`src/lrs_pkg.sv`:
```
`default_nettype none
package lrs_pkg;

  // Counter width covers positions up to the largest supported feature count plus one
  localparam int CntW = 11;

  localparam int SigEntries = 256;
  localparam int SigIdxW = 8;
  localparam longint unsigned Q30One = 64'd1 << 30;

  typedef struct packed {
    logic            train;
    logic            label;
    logic            len_err;
    logic [CntW-1:0] got;
    logic [CntW-1:0] n;
  } meta_t;

  typedef struct packed {
    logic        cls;
    logic [15:0] prob;
    meta_t       meta;
  } q_entry_t;

  typedef enum logic [2:0] {
    B_IDLE,
    B_RD,
    B_MUL,
    B_GRAD,
    B_LO,
    B_HI,
    B_WR,
    B_BIAS
  } back_state_e;

  typedef enum logic [1:0] {
    REG_FEATURE_COUNT = 2'd0,
    REG_LEARNING_RATE = 2'd1,
    REG_REG_LAMBDA    = 2'd2
  } cfg_reg_e;

endpackage
`default_nettype wire

```
`src/lrs_queue.sv`:
```
`default_nettype none
module lrs_queue (
  input  wire logic              clk_i,
  input  wire logic              rst_ni,
  input  wire logic              push_i,
  input  wire lrs_pkg::q_entry_t push_entry_i,
  output logic                   full_o,
  input  wire logic              pop_i,
  output logic                   avail_o,
  output lrs_pkg::q_entry_t      head_o
);

  lrs_pkg::q_entry_t slot_q [2];
  logic       wr_ptr_q, wr_ptr_d;
  logic       rd_ptr_q, rd_ptr_d;
  logic [1:0] count_q, count_d;

  assign full_o  = (count_q == 2'd2);
  assign avail_o = (count_q != 2'd0);
  assign head_o  = slot_q[rd_ptr_q];

  always_comb begin
    wr_ptr_d = push_i ? ~wr_ptr_q : wr_ptr_q;
    rd_ptr_d = pop_i ? ~rd_ptr_q : rd_ptr_q;
    count_d  = count_q + {1'b0, push_i} - {1'b0, pop_i};
  end

  always_ff @(posedge clk_i or negedge rst_ni) begin
    if (!rst_ni) begin
      wr_ptr_q <= 1'b0;
      rd_ptr_q <= 1'b0;
      count_q  <= 2'd0;
    end else begin
      wr_ptr_q <= wr_ptr_d;
      rd_ptr_q <= rd_ptr_d;
      count_q  <= count_d;
    end
  end

  always_ff @(posedge clk_i) begin
    if (push_i) begin
      slot_q[wr_ptr_q] <= push_entry_i;
    end
  end

endmodule
`default_nettype wire

```
`config.mk`:
```
export PLATFORM = sky130hd
export DESIGN_NAME = lrs_queue
export DESIGN_NICKNAME = d
export VERILOG_FILES = /design/src/lrs_pkg.sv /design/src/lrs_queue.sv
export SDC_FILE = /design/constraint.sdc
export NUM_CORES = 1
export LEC_CHECK = 0
export ABC_AREA = 1
export BUFFER_PORTS_ARGS = -buffer_cell sky130_fd_sc_hd__buf_4
export CORE_MARGIN = 2
export CORE_UTILIZATION = 47
export DETAILED_ROUTE_END_ITERATION = 6
export GPL_TIMING_DRIVEN = 0
export MAX_ROUTING_LAYER = met4
export PLACE_DENSITY = 0.87
export SLEW_MARGIN = 20
export SYNTH_ARGS = -nofsm -noshare
export SYNTH_HDL_FRONTEND = slang
export SYNTH_SLANG_ARGS = --single-unit
```
`constraint.sdc`:
```
create_clock -name clk_i -period 2.52 [get_ports clk_i]
set_input_delay 0.63 -clock clk_i [delete_from_list [all_inputs] [get_ports clk_i]]
set_output_delay 0.63 -clock clk_i [all_outputs]
set_load 0.02 [all_outputs]
```
==> run_results.csv <==
group,metric,value,unit
sta,finalSetupViolCount,0,
floorplan,die_area,0.007778,sq mm
grt,track_usage,16.39,%
pwr,cellPowerDensity,1160,mW/mm^2
synthesis,ys_seq_area_share,78.71,%
grt,grt_pass1_wl,9045,microns
synthesis,synth_common_cells,"edfxtp_1, inv_1, nand2_1, o21ai_0, o21ai_1",
synthesis,syn_area_per_cell,13.66,sq um
floorplan,start_util,48.77,%
critical_path,crit_cells,3,
sta,fin_ws,0.3619,ns
placed_design,place_hpwl,3956,microns
hold_path,hold_path_class,"in2async",
sta,worstMarginPinSlew,0.6574,ns
clock_tree,clk_pin_slew_worst_paths,0.08,ns
critical_path,start_kind,"flip-flop",
routing,viasPerCell,4.584,
floorplan,core-area,0.006832,sq mm
final_layout,design_area,0.004404,sq mm
synthesis,synth_most_common_cell,"edfxtp_1",
pwr,p_sw,0.001735,W
pwr,swShare,33.94,%
synthesis,synthFlopType,"edfxtp_1",
synthesis,netlist_area,0.003332,sq mm
sta,maxSlewHeadroom,56.07,%
critical_path,critPathRequiredTime,1.89,ns
floorplan,die_y,88.20,microns
critical_path,crit_slowest_cell,"dfrtp_1",
placed_design,io_buffers,89,
synthesis,synth.area.top_cells,"edfxtp_1, inv_1, nand2_1",
routing,detail_route.wl_per_cell,13.25,microns
critical_path,crit_type,"reg2out",
placed_design,place_area,0.004183,sq mm
synthesis,yosysWarnings,0,
pwr,pwr-share-comb,39.0,%
sta,report.final.slew_viol_count,0,
clock_tree,postCtsHoldBufs,0,
placed_design,dpl_worst_slack,0.6197,ns
sta,hold_violations,0,
synthesis,yosys_register_bits,88,
clock_tree,cts_root_buf,"clkbuf_8",
synthesis,synth_top_area_share,75.70,%
pwr,leakage,1.897,nW
critical_path,timing.rr.start,"wr_ptr_q$_DFFE_PN0P_",
critical_path,startpoint,"rd_ptr_q$_DFFE_PN0P_",
final_layout,n_antenna_cell,0,
pwr,power.total,0.005110,W
floorplan,rows,30,
clock_tree,postCtsResizedCells,0,
critical_path,arrival,1.53,ns
sta,fin_crit,2.158,ns
synthesis,synth_cell_type_count,14,
synthesis,syn_nets,292,
final_layout,syn2layout_area_growth,32.18,%
synthesis,async_flop_share,4.545,%
critical_path,end_kind,"output port",
pwr,peakVddDrop,0.0006482,V
clock_tree,cts_made_buffers,9,
critical_path,reg2reg_depth,2,
clock_tree,cts_tree,"done",
pwr,seq_power_share,39.7,%
critical_path,crit_path_max_fanout,10,
clock_tree,cts.sinks,88,
job,max-cap-violations,0,
grt,first_global_vias,1993,
clock_tree,clk_path_buf_depth,2,
critical_path,path_delay_family,"buffers and inverters",
routing,drc,0,
grt,grt_overflow,0,
synthesis,synth-edff-count,84,
routing,drt_iter0_drc,77,
floorplan,pin_count,90,
clock_tree,clk_latency,0.34,ns
placed_design,place.gp.congestion,0.6502,
routing,ant_nets,0,
critical_path,critPathBufInv,2,
sta,rsz0062_at_grt,"no",
status,status,"finished, final reports clean",
synthesis,syn-instance-count,244,
grt,antenna_found_initial,0,
critical_path,max_stage_delay,0.41,ns
sta,fin_crit_sh,85.64,%
floorplan,die_x,88.20,microns
pwr,p_clk_share,21.3,%
sta,clock.fmax,0.4634,GHz
clock_tree,postCtsSetupBuffers,0,
final_layout,fin_nets,394,
critical_path,crit_chain,"clkbuf_1 > o21ai_0 > buf_4",
pwr,p_int,0.003376,W
routing,drt-total-wl,5896,microns
final_layout,drive_gt1_share,32.09,%
grt,grt_max_degree,25,
routing,vias,2040,
synthesis,synth_area_leader_cell,"edfxtp_1",
clock_tree,cts-htree-levels,3,
sta,fin_skew,0.005619,ns
routing,dr.pass1.iters,7,
-- routing by layer --
metal / share of wire, % / vias to the layer above / GRT usage, %
met5: 0 / - / -
met4: 1.1 / 0 / 4.545
met3: 5.7 / 9 / 5.749
met2: 51 / 60 / 27.61
met1: 42 / 957 / 18.59
li1: - / 1014 / -
-- logic make-up after synthesis --
kind of cell | count (synthesis) | synth area share (%)
adders and majority gates | 2 | 0.7509
buffers and inverters | 58 | 7.811
xor gates and xnor gates | 2 | 0.5258
and+or+nand+nor | 52 | 5.896
DFF | 88 | 78.71
AOI/OAI and AO/OA | 42 | 6.309
-- stage by stage --
step                      instances  TNS, ns  hold WS (ns)  utilization, %
final                           445        0       0.07181           64.47
after CTS                       445        0       0.05488           64.47
after global placement          429   -15.02        0.4291           60.35
after floorplan                 244        0        0.3344               -
after global routing            445        0       0.04978           64.47
after detailed placement        431        0        0.4313           61.23
-- registers in the layout, summed over array words and instances (netlist names) --
name / count
wr_ptr_q: 1
rd_ptr_q: 1
slot_q: 84
count_q: 2
-- worst paths after layout --
check                                     endpoint  slack [ns]
min                           count_q[0]$_DFF_PN0_        0.07
min reg2reg                   wr_ptr_q$_DFFE_PN0P_        0.56
max reg2reg                slot_q[0][30]$_DFFE_PP_        0.98
min in group clk_i         slot_q[0][27]$_DFFE_PP_        0.46
max                                      head_o[7]        0.36
max in group asynchronous     rd_ptr_q$_DFFE_PN0P_        2.34
-- placed cells by master, fill, tap and decap left out --
cell type / Yosys / final
buf_16: 0 / 2
clkinv_1: 0 / 2
o21ai_0: 31 / 31
bufinv_16: 0 / 3
buf_4: 1 / 90
nor2_4: 0 / 1
buf_2: 1 / 1
ha_1: 2 / 2
nand2_1: 49 / 49
inv_1: 49 / 48
edfxtp_1: 84 / 84
inv_2: 0 / 1
nor2_1: 2 / 1
clkbuf_8: 0 / 9
xor2_1: 2 / 2
o21ai_1: 11 / 11
nand3_1: 1 / 1
clkbuf_1: 2 / 2
buf_6: 5 / 5
dfrtp_1: 4 / 4
-- power groups by stage --
stage	logic (W)	registers (W)	clock network, W
floorplan	0.00114	0.00204	0
global placement	0.00192	0.00206	0
detailed placement	0.00202	0.00206	0
CTS	0.00203	0.00203	0.00111
global route	0.00218	0.00205	0.00118
finish	0.00199	0.00203	0.00109
-- layout make-up --
cell class                      instances  area [sq um]
Buffer                                  9         76.32
Clock inverter                          5         97.59
Tap cell                               96         120.1
Clock buffer                            9         123.9
Multi-Input combinational cell         98         456.7
Timing Repair Buffer                   91         723.2
Fill cell                             529          2427
Inverter                               49         183.9
Sequential cell                        88          2623
No activity file was read; power rests on OpenSTA's default activity.
