**src/lrs_pkg.sv**
```systemverilog
`default_nettype none
package lrs_pkg;

  // Counter width covers positions up to the largest supported feature count plus one
  localparam int CntW = 11;

  localparam int SigEntries = 256;
  localparam int SigIdxW = 8;
  localparam longint unsigned Q30One = 64'd1 << 30;

  typedef struct packed {
    logic            train;
    logic            label;
    logic            len_err;
    logic [CntW-1:0] got;
    logic [CntW-1:0] n;
  } meta_t;

  typedef struct packed {
    logic        cls;
    logic [15:0] prob;
    meta_t       meta;
  } q_entry_t;

  typedef enum logic [2:0] {
    B_IDLE,
    B_RD,
    B_MUL,
    B_GRAD,
    B_LO,
    B_HI,
    B_WR,
    B_BIAS
  } back_state_e;

  typedef enum logic [1:0] {
    REG_FEATURE_COUNT = 2'd0,
    REG_LEARNING_RATE = 2'd1,
    REG_REG_LAMBDA    = 2'd2
  } cfg_reg_e;

endpackage
`default_nettype wire

```
**src/lrs_front.sv**
```systemverilog
`default_nettype none
module lrs_front #(
  parameter int MAX_FEATURES = 64,
  localparam int AW = (MAX_FEATURES > 1) ? $clog2(MAX_FEATURES) : 1
) (
  input  wire logic                clk_i,
  input  wire logic                rst_ni,
  input  wire logic [6:0]          feature_count_i,
  input  wire logic                in_valid_i,
  output logic                     in_ready_o,
  input  wire logic signed [15:0]  in_value_i,
  input  wire logic                in_last_i,
  input  wire logic                in_cmd_i,
  input  wire logic                in_label_i,
  output logic [AW-1:0]            wt_addr_o,
  input  wire logic signed [31:0]  wt_word_i,
  input  wire logic signed [31:0]  bias_i,
  input  wire logic [AW-1:0]       sb_raddr_i,
  output logic signed [15:0]       sb_rdata_o,
  input  wire logic                q_full_i,
  input  wire logic                upd_done_i,
  output logic                     push_o,
  output lrs_pkg::q_entry_t        push_entry_o
);

  localparam logic [lrs_pkg::CntW-1:0] MaxCnt = lrs_pkg::CntW'(MAX_FEATURES);

  logic signed [15:0] sbuf [MAX_FEATURES];

  logic [lrs_pkg::CntW-1:0] fidx_q, fidx_d, fidx_inc, n_eff, got;
  logic hold_q, hold_d;
  logic accept, in_range;

  logic               s1_v_q, s1_in_q, s1_first_q, s1_last_q;
  logic signed [15:0] s1_x_q;
  lrs_pkg::meta_t     s1_meta_q;

  logic               s2_v_q, s2_first_q, s2_last_q;
  logic signed [47:0] s2_prod_q;
  lrs_pkg::meta_t     s2_meta_q;

  logic               s3_v_q;
  logic signed [47:0] acc_q;
  lrs_pkg::meta_t     s3_meta_q;

  logic signed [47:0] acc_base;
  logic signed [48:0] acc_sum;
  logic signed [47:0] acc_d;
  localparam int SigIdxWLocal = lrs_pkg::SigIdxW;
  logic [SigIdxWLocal-1:0] sig_idx;
  logic signed [48:0] z_off;
  logic [15:0] prob;
  logic [15:0] sig_rom [lrs_pkg::SigEntries];

  // Sigmoid at cell midpoints over [-8,8), Q0.16, fixed at elaboration
  for (genvar gi = 0; gi < lrs_pkg::SigEntries; gi++) begin : g_sig
    localparam longint unsigned One = lrs_pkg::Q30One;
    localparam longint D = 2 * gi + 1 - lrs_pkg::SigEntries;
    localparam longint unsigned Mag = $unsigned((D < 0) ? -D : D);
    localparam longint unsigned V = (Mag << 29) / lrs_pkg::SigEntries;
    localparam longint unsigned E12 = One - ((V * One) >> 30) / 12;
    localparam longint unsigned E11 = One - ((V * E12) >> 30) / 11;
    localparam longint unsigned E10 = One - ((V * E11) >> 30) / 10;
    localparam longint unsigned E9 = One - ((V * E10) >> 30) / 9;
    localparam longint unsigned E8 = One - ((V * E9) >> 30) / 8;
    localparam longint unsigned E7 = One - ((V * E8) >> 30) / 7;
    localparam longint unsigned E6 = One - ((V * E7) >> 30) / 6;
    localparam longint unsigned E5 = One - ((V * E6) >> 30) / 5;
    localparam longint unsigned E4 = One - ((V * E5) >> 30) / 4;
    localparam longint unsigned E3 = One - ((V * E4) >> 30) / 3;
    localparam longint unsigned E2 = One - ((V * E3) >> 30) / 2;
    localparam longint unsigned E1 = One - ((V * E2) >> 30);
    localparam longint unsigned S1 = (E1 * E1) >> 30;
    localparam longint unsigned S2 = (S1 * S1) >> 30;
    localparam longint unsigned S3 = (S2 * S2) >> 30;
    localparam longint unsigned S4 = (S3 * S3) >> 30;
    localparam longint unsigned Den = One + S4;
    localparam longint unsigned Num = (D >= 0) ? (One << 16) : (S4 << 16);
    localparam longint unsigned P = (Num + Den / 2) / Den;
    assign sig_rom[gi] = (P > 64'd65535) ? 16'hFFFF : 16'(P);
  end

  always_comb begin
    if (feature_count_i == 7'd0) begin
      n_eff = lrs_pkg::CntW'(1);
    end else if (lrs_pkg::CntW'(feature_count_i) > MaxCnt) begin
      n_eff = MaxCnt;
    end else begin
      n_eff = lrs_pkg::CntW'(feature_count_i);
    end
    fidx_inc = (fidx_q < MaxCnt + 1'b1) ? fidx_q + 1'b1 : fidx_q;
    got      = (fidx_inc > n_eff) ? n_eff : fidx_inc;
    in_range = (fidx_q < n_eff);
  end

  assign in_ready_o = !hold_q && !q_full_i;
  assign accept     = in_valid_i && in_ready_o;
  assign wt_addr_o  = fidx_q[AW-1:0];

  always_comb begin
    fidx_d = fidx_q;
    if (accept) begin
      fidx_d = in_last_i ? '0 : fidx_inc;
    end
    hold_d = hold_q;
    if (accept && in_last_i) begin
      hold_d = 1'b1;
    end else if ((push_o && !push_entry_o.meta.train) || upd_done_i) begin
      hold_d = 1'b0;
    end
  end

  always_ff @(posedge clk_i or negedge rst_ni) begin
    if (!rst_ni) begin
      fidx_q <= '0;
      hold_q <= 1'b0;
      s1_v_q <= 1'b0;
      s2_v_q <= 1'b0;
      s3_v_q <= 1'b0;
    end else begin
      fidx_q <= fidx_d;
      hold_q <= hold_d;
      s1_v_q <= accept;
      s2_v_q <= s1_v_q;
      s3_v_q <= s2_v_q && s2_last_q;
    end
  end

  // Stage 1: capture item while the weight read is in flight
  always_ff @(posedge clk_i) begin
    if (accept) begin
      s1_x_q            <= in_value_i;
      s1_in_q           <= in_range;
      s1_first_q        <= (fidx_q == '0);
      s1_last_q         <= in_last_i;
      s1_meta_q.train   <= in_cmd_i;
      s1_meta_q.label   <= in_label_i;
      s1_meta_q.len_err <= (fidx_inc != n_eff);
      s1_meta_q.got     <= got;
      s1_meta_q.n       <= n_eff;
    end
  end

  always_ff @(posedge clk_i) begin
    if (accept && in_range) begin
      sbuf[fidx_q[AW-1:0]] <= in_value_i;
    end
    sb_rdata_o <= sbuf[sb_raddr_i];
  end

  // Stage 2: product
  always_ff @(posedge clk_i) begin
    s2_prod_q  <= s1_in_q ? 48'(wt_word_i * s1_x_q) : '0;
    s2_first_q <= s1_first_q;
    s2_last_q  <= s1_last_q;
    s2_meta_q  <= s1_meta_q;
  end

  // Stage 3: saturating accumulate, bias loaded on the first item
  always_comb begin
    acc_base = s2_first_q ? 48'($signed({bias_i, 12'd0})) : acc_q;
    acc_sum  = 49'(acc_base) + 49'(s2_prod_q);
    if (acc_sum[48] != acc_sum[47]) begin
      acc_d = acc_sum[48] ? {1'b1, 47'd0} : {1'b0, {47{1'b1}}};
    end else begin
      acc_d = acc_sum[47:0];
    end
  end

  always_ff @(posedge clk_i) begin
    if (s2_v_q) begin
      acc_q <= acc_d;
    end
    s3_meta_q <= s2_meta_q;
  end

  // Stage 4: sigmoid lookup and hand-off
  always_comb begin
    z_off   = 49'(acc_q) + 49'(64'd1 << 31);
    sig_idx = z_off[31:32-SigIdxWLocal];
    if (acc_q < -48'sd2147483648) begin
      prob = 16'd0;
    end else if (acc_q >= 48'sd2147483648) begin
      prob = 16'hFFFF;
    end else begin
      prob = sig_rom[sig_idx];
    end
  end

  assign push_o            = s3_v_q;
  assign push_entry_o.cls  = !acc_q[47];
  assign push_entry_o.prob = prob;
  assign push_entry_o.meta = s3_meta_q;

endmodule
`default_nettype wire

```
**config.mk**
```make
export PLATFORM = sky130hd
export DESIGN_NAME = lrs_front
export DESIGN_NICKNAME = d
export VERILOG_FILES = /design/src/lrs_pkg.sv /design/src/lrs_front.sv
export SDC_FILE = /design/constraint.sdc
export NUM_CORES = 2
export LEC_CHECK = 0
export BUFFER_PORTS_ARGS = -buffer_cell sky130_fd_sc_hd__buf_2
export CORE_MARGIN = 4
export CORE_UTILIZATION = 55
export DETAILED_ROUTE_END_ITERATION = 16
export GPL_TIMING_DRIVEN = 0
export PLACE_DENSITY = 0.69
export SYNTH_ARGS = -nofsm -noshare
export SYNTH_HDL_FRONTEND = slang
export SYNTH_SLANG_ARGS = --single-unit
```
**constraint.sdc**
```tcl
create_clock -name clk_i -period 18.6 [get_ports clk_i]
set_clock_uncertainty 0.15 [all_clocks]
set_input_delay 1.86 -clock clk_i [delete_from_list [all_inputs] [get_ports clk_i]]
set_output_delay 1.86 -clock clk_i [all_outputs]
set_load 0.05 [all_outputs]
```
==> summary.txt <==
Routing
  – Remaining antenna violation count after routing: 0
  – Avg WL per Cell: 29.5 um
  – Via count: 45.9k
  – Drt first-iter violations: 5660
  – DRC: 0
  – Drt total wl: 215000 um
  – Via density: 6.29
  – TritonRoute pass-1 iters: 6

Placement
  – Dpl hpwl: 153000 um
  – Routability Congestion: 1.02
  – Dpl cell area: 74200 um^2
  – PortBufs: 156

Clock tree
  – CTS Buf Count: 119
  – CTS tree: built
  – Hold buffers post-CTS: 0
  – Worst-Skew Late Latency: 760 ps
  – Total number of H-tree levels: 3
  – Clock sinks: 1235
  – Clock transition at path regs: 70 ps
  – Root Driver: clkbuf_16
  – Cts repair resizes: 0
  – Postcts setup bufs: 0
  – CTS Buffer Depth: 3

Timing
  – Endpoints failing setup: 0
  – Slew margin rel.: 4.18%
  – Max Clock Freq: 0.109 GHz
  – Final hold vios: 0
  – Tcrit/Tclk final: 49.5%
  – Max Slew Vio Count: 0
  – RSZ-0062 raised after global routing: no
  – Final Critical Period: 9210 ps
  – Final setup TNS: 0 ps
  – Slew @ Worst Pin: 1440 ps

Logic synthesis
  – Synth Cell Area: 70700 um^2
  – Ranking of synthesized cells by area: edfxtp_1 47%, fa_1 14%, mux4_2 11%
  – Seq cells post-synth: 1235
  – Post-synthesis instance total: 5203
  – Top cell type's share of synthesized area: 47.2%
  – Count leader, synth: edfxtp_1
  – Cell accounting for the most synthesized area: edfxtp_1
  – Primary FF master, synth: edfxtp_1
  – Cell variety after synth: 84
  – Number of enable flip-flop cells after synthesis: 1112
  – Sequential share of the synthesized area: 50.8%
  – Synthesis Warnings: 0
  – Synth top cells by count: 1112 x edfxtp_1, 590 x inv_1, 487 x fa_1
  – Average size of a mapped cell: 13.6 um^2
  – Synth async-reset ratio: 1.21%

Job
  – Max-cap violations: 0

GRT
  – Largest net degree at the start of global routing: 66
  – Vias in the first global route: 46.9k
  – First-pass GRT wire length: 317000 um
  – GRT Total Usage: 32.2%
  – Grt total ovfl: 0
  – Initial antenna violation count: 6

Setup path
  – Top cell by count, worst path: fa_1
  – Crit-path max FO: 10
  – Cell family with most CP delay: adder cells
  – WS Path Type: in -> reg
  – Reg2reg start: s1_x_q[15]
  – Slowest cell delay on critical path: 770 ps
  – CP Capture Type: flop
  – Startpoint Class: input pin
  – R2R depth: 22
  – Critical-path cell list: buf_2, clkbuf_1, nand2_1, fa_1, fa_1, fa_1, inv_1, fa_1, fa_1, inv_1, fa_1, inv_1, ha_1, a21oi_1, o22ai_1, or2_2, o31ai_1, o21ai_0, o221ai_1, o21bai_1, a21o_1, a31oi_1, mux2i_1
  – Crit path required time: 19040 ps
  – Arrival @ worst endpoint: 9650 ps
  – WP buf/inv: 5
  – Internal reg-to-reg setup slack: 9550 ps
  – RR Endpoint: s2_prod_q[45]
  – Worst path slowest cell: o31ai_1

Final layout
  – Layout cells sized above 1: 14.9%
  – Area Overhead vs Synth: 10.7%
  – Layout Nets: 6307
  – Fillers: 9634
  – Register area: 35900 um^2
  – Footprint of the multi-input gates: 31500 um^2
  – Final Cell Area: 78200 um^2

Die
  – Die outline area: 134000 um^2
  – I/O pin cnt: 167
  – Die Wd: 367 um
  – Die height: 367 um
  – CORE AREA: 128000 um^2
  – Initial Util: 55.4%
  – FP Rows: 131

Pwr
  – Worst IR Drop VDD: 272 uV
  – Final Power: 14300 uW
  – P_leak: 0.0293 uW
  – PwrDens: 182 nW/um^2

Run status
  – Outcome: completed

Worst hold path
  – Worst hold endpoint: push_entry_o[22]
  – Hold_sp: s2_meta_q[22]
  – Hold Crit Class: reg -> reg
  – Hold Path Depth: 0
==> power breakdown <==
part	switching [uW]	total, uW	internal (uW)
Sequential	76.5	3330	3260
Combinational	5220	8530	3310
Clock	1070	2410	1340
==> cell families after synthesis <==
group	after synthesis	synth area share, %
compound gates	734	6.54
xor+xnor	87	1.08
fa+ha+maj	682	17.2
buf+inv	896	4.87
flops	1235	50.8
mux	376	11.4
other cells	1	0.00530
simple gates	1192	8.05
==> how the worst max path moves through the flow <==
stage / from / endpoint / slack, ps / cells past startpoint
6_report: wt_word_i[19] / s2_prod_q[45] / 9390 / 23
5_1_grt: wt_word_i[19] / s2_prod_q[45] / 9100 / 23
4_1_cts: wt_word_i[19] / s2_prod_q[45] / 9520 / 23
3_5_place_dp: wt_word_i[19] / s2_prod_q[45] / 8790 / 23
3_3_place_gp: wt_word_i[19] / s2_prod_q[45] / 8820 / 23
2_1_floorplan: wt_word_i[19] / s2_prod_q[45] / 10590 / 22
==> worst reg2reg max path, delay by kind of cell, from the launching register on <==
family | cells | cell delay, ps
AND/OR/NAND/NOR | 2 | 640
adder cells (fa/ha/maj) | 7 | 3350
buffers and inverters | 4 | 1270
multiplexers | 1 | 250
flip-flops | 1 | 710
AO/OA/AOI/OAI | 8 | 2560
==> state kept, by name (all words and copies together) (netlist names) <==
signal and count:
sb_rdata_o 16, s1_first_q 1, s1_v_q 1, s2_last_q 1, s2_prod_q 48, s1_last_q 1
s1_meta_q 21, push_entry_o 21, s2_first_q 1, s1_x_q 16, s1_in_q 1, push_o 1
s2_v_q 1, s2_meta_q 21, fidx_q 11, acc_q 48, sbuf 1024, hold_q 1
==> cell type report <==
cell class,count,area share [%]
Inverter,594,2.85
Tap cell,1662,2.66
Multi-Input combinational cell,3079,40.3
Timing Repair Buffer,193,1.73
Clock buffer,156,4.20
Buffer,302,1.55
Sequential cell,1235,45.9
Antenna cell,5,0.0160
Clock inverter,65,0.822
==> placed cells by master, fill, tap and decap left out, drive strengths merged, types with 10 or more instances in the layout <==
cell / Yosys / final
a2111oi: 12 / 12
a211oi: 38 / 38
a21o: 57 / 57
a21oi: 226 / 226
a311oi: 14 / 14
a31oi: 28 / 28
and2: 246 / 246
and3: 15 / 15
buf: 69 / 262
clkbuf: 233 / 389
clkinv: 4 / 49
dfrtp: 15 / 15
dfxtp: 108 / 108
edfxtp: 1112 / 1112
fa: 487 / 487
ha: 195 / 195
inv: 590 / 599
mux2: 27 / 27
mux4: 340 / 340
nand2: 437 / 437
nand2b: 36 / 36
nand3: 45 / 45
nand4: 26 / 26
nor2: 251 / 251
nor2b: 37 / 37
nor3: 36 / 36
nor4: 13 / 13
o211ai: 31 / 31
o21a: 15 / 15
o21ai: 192 / 192
o22ai: 10 / 10
o311ai: 12 / 12
o31ai: 17 / 17
or2: 11 / 11
or3: 10 / 10
xnor2: 55 / 55
xor2: 32 / 32
==> stage by stage <==
stage	setup WS (ps)	instances	hold WS, ps	utilization (%)
floorplan	10590	5210	160	-
global placement	8820	7028	161	57.6
detailed placement	8790	7063	162	58.1
CTS	9520	7284	177	61.2
global route	9100	7286	182	61.3
finish	9390	7291	176	61.3
==> metal layers <==
layer	vias to the layer above	wire, um	share of wire [%]	global-route usage [%]
met5	-	45	0.021	0
met4	2	11300	5.3	14.2
met3	473	18700	8.7	5.62
met2	2508	101000	47	50.7
met1	23700	84200	39	44.7
li1	19200	-	-	-
Note: power is estimated with default switching activity, not from simulation.
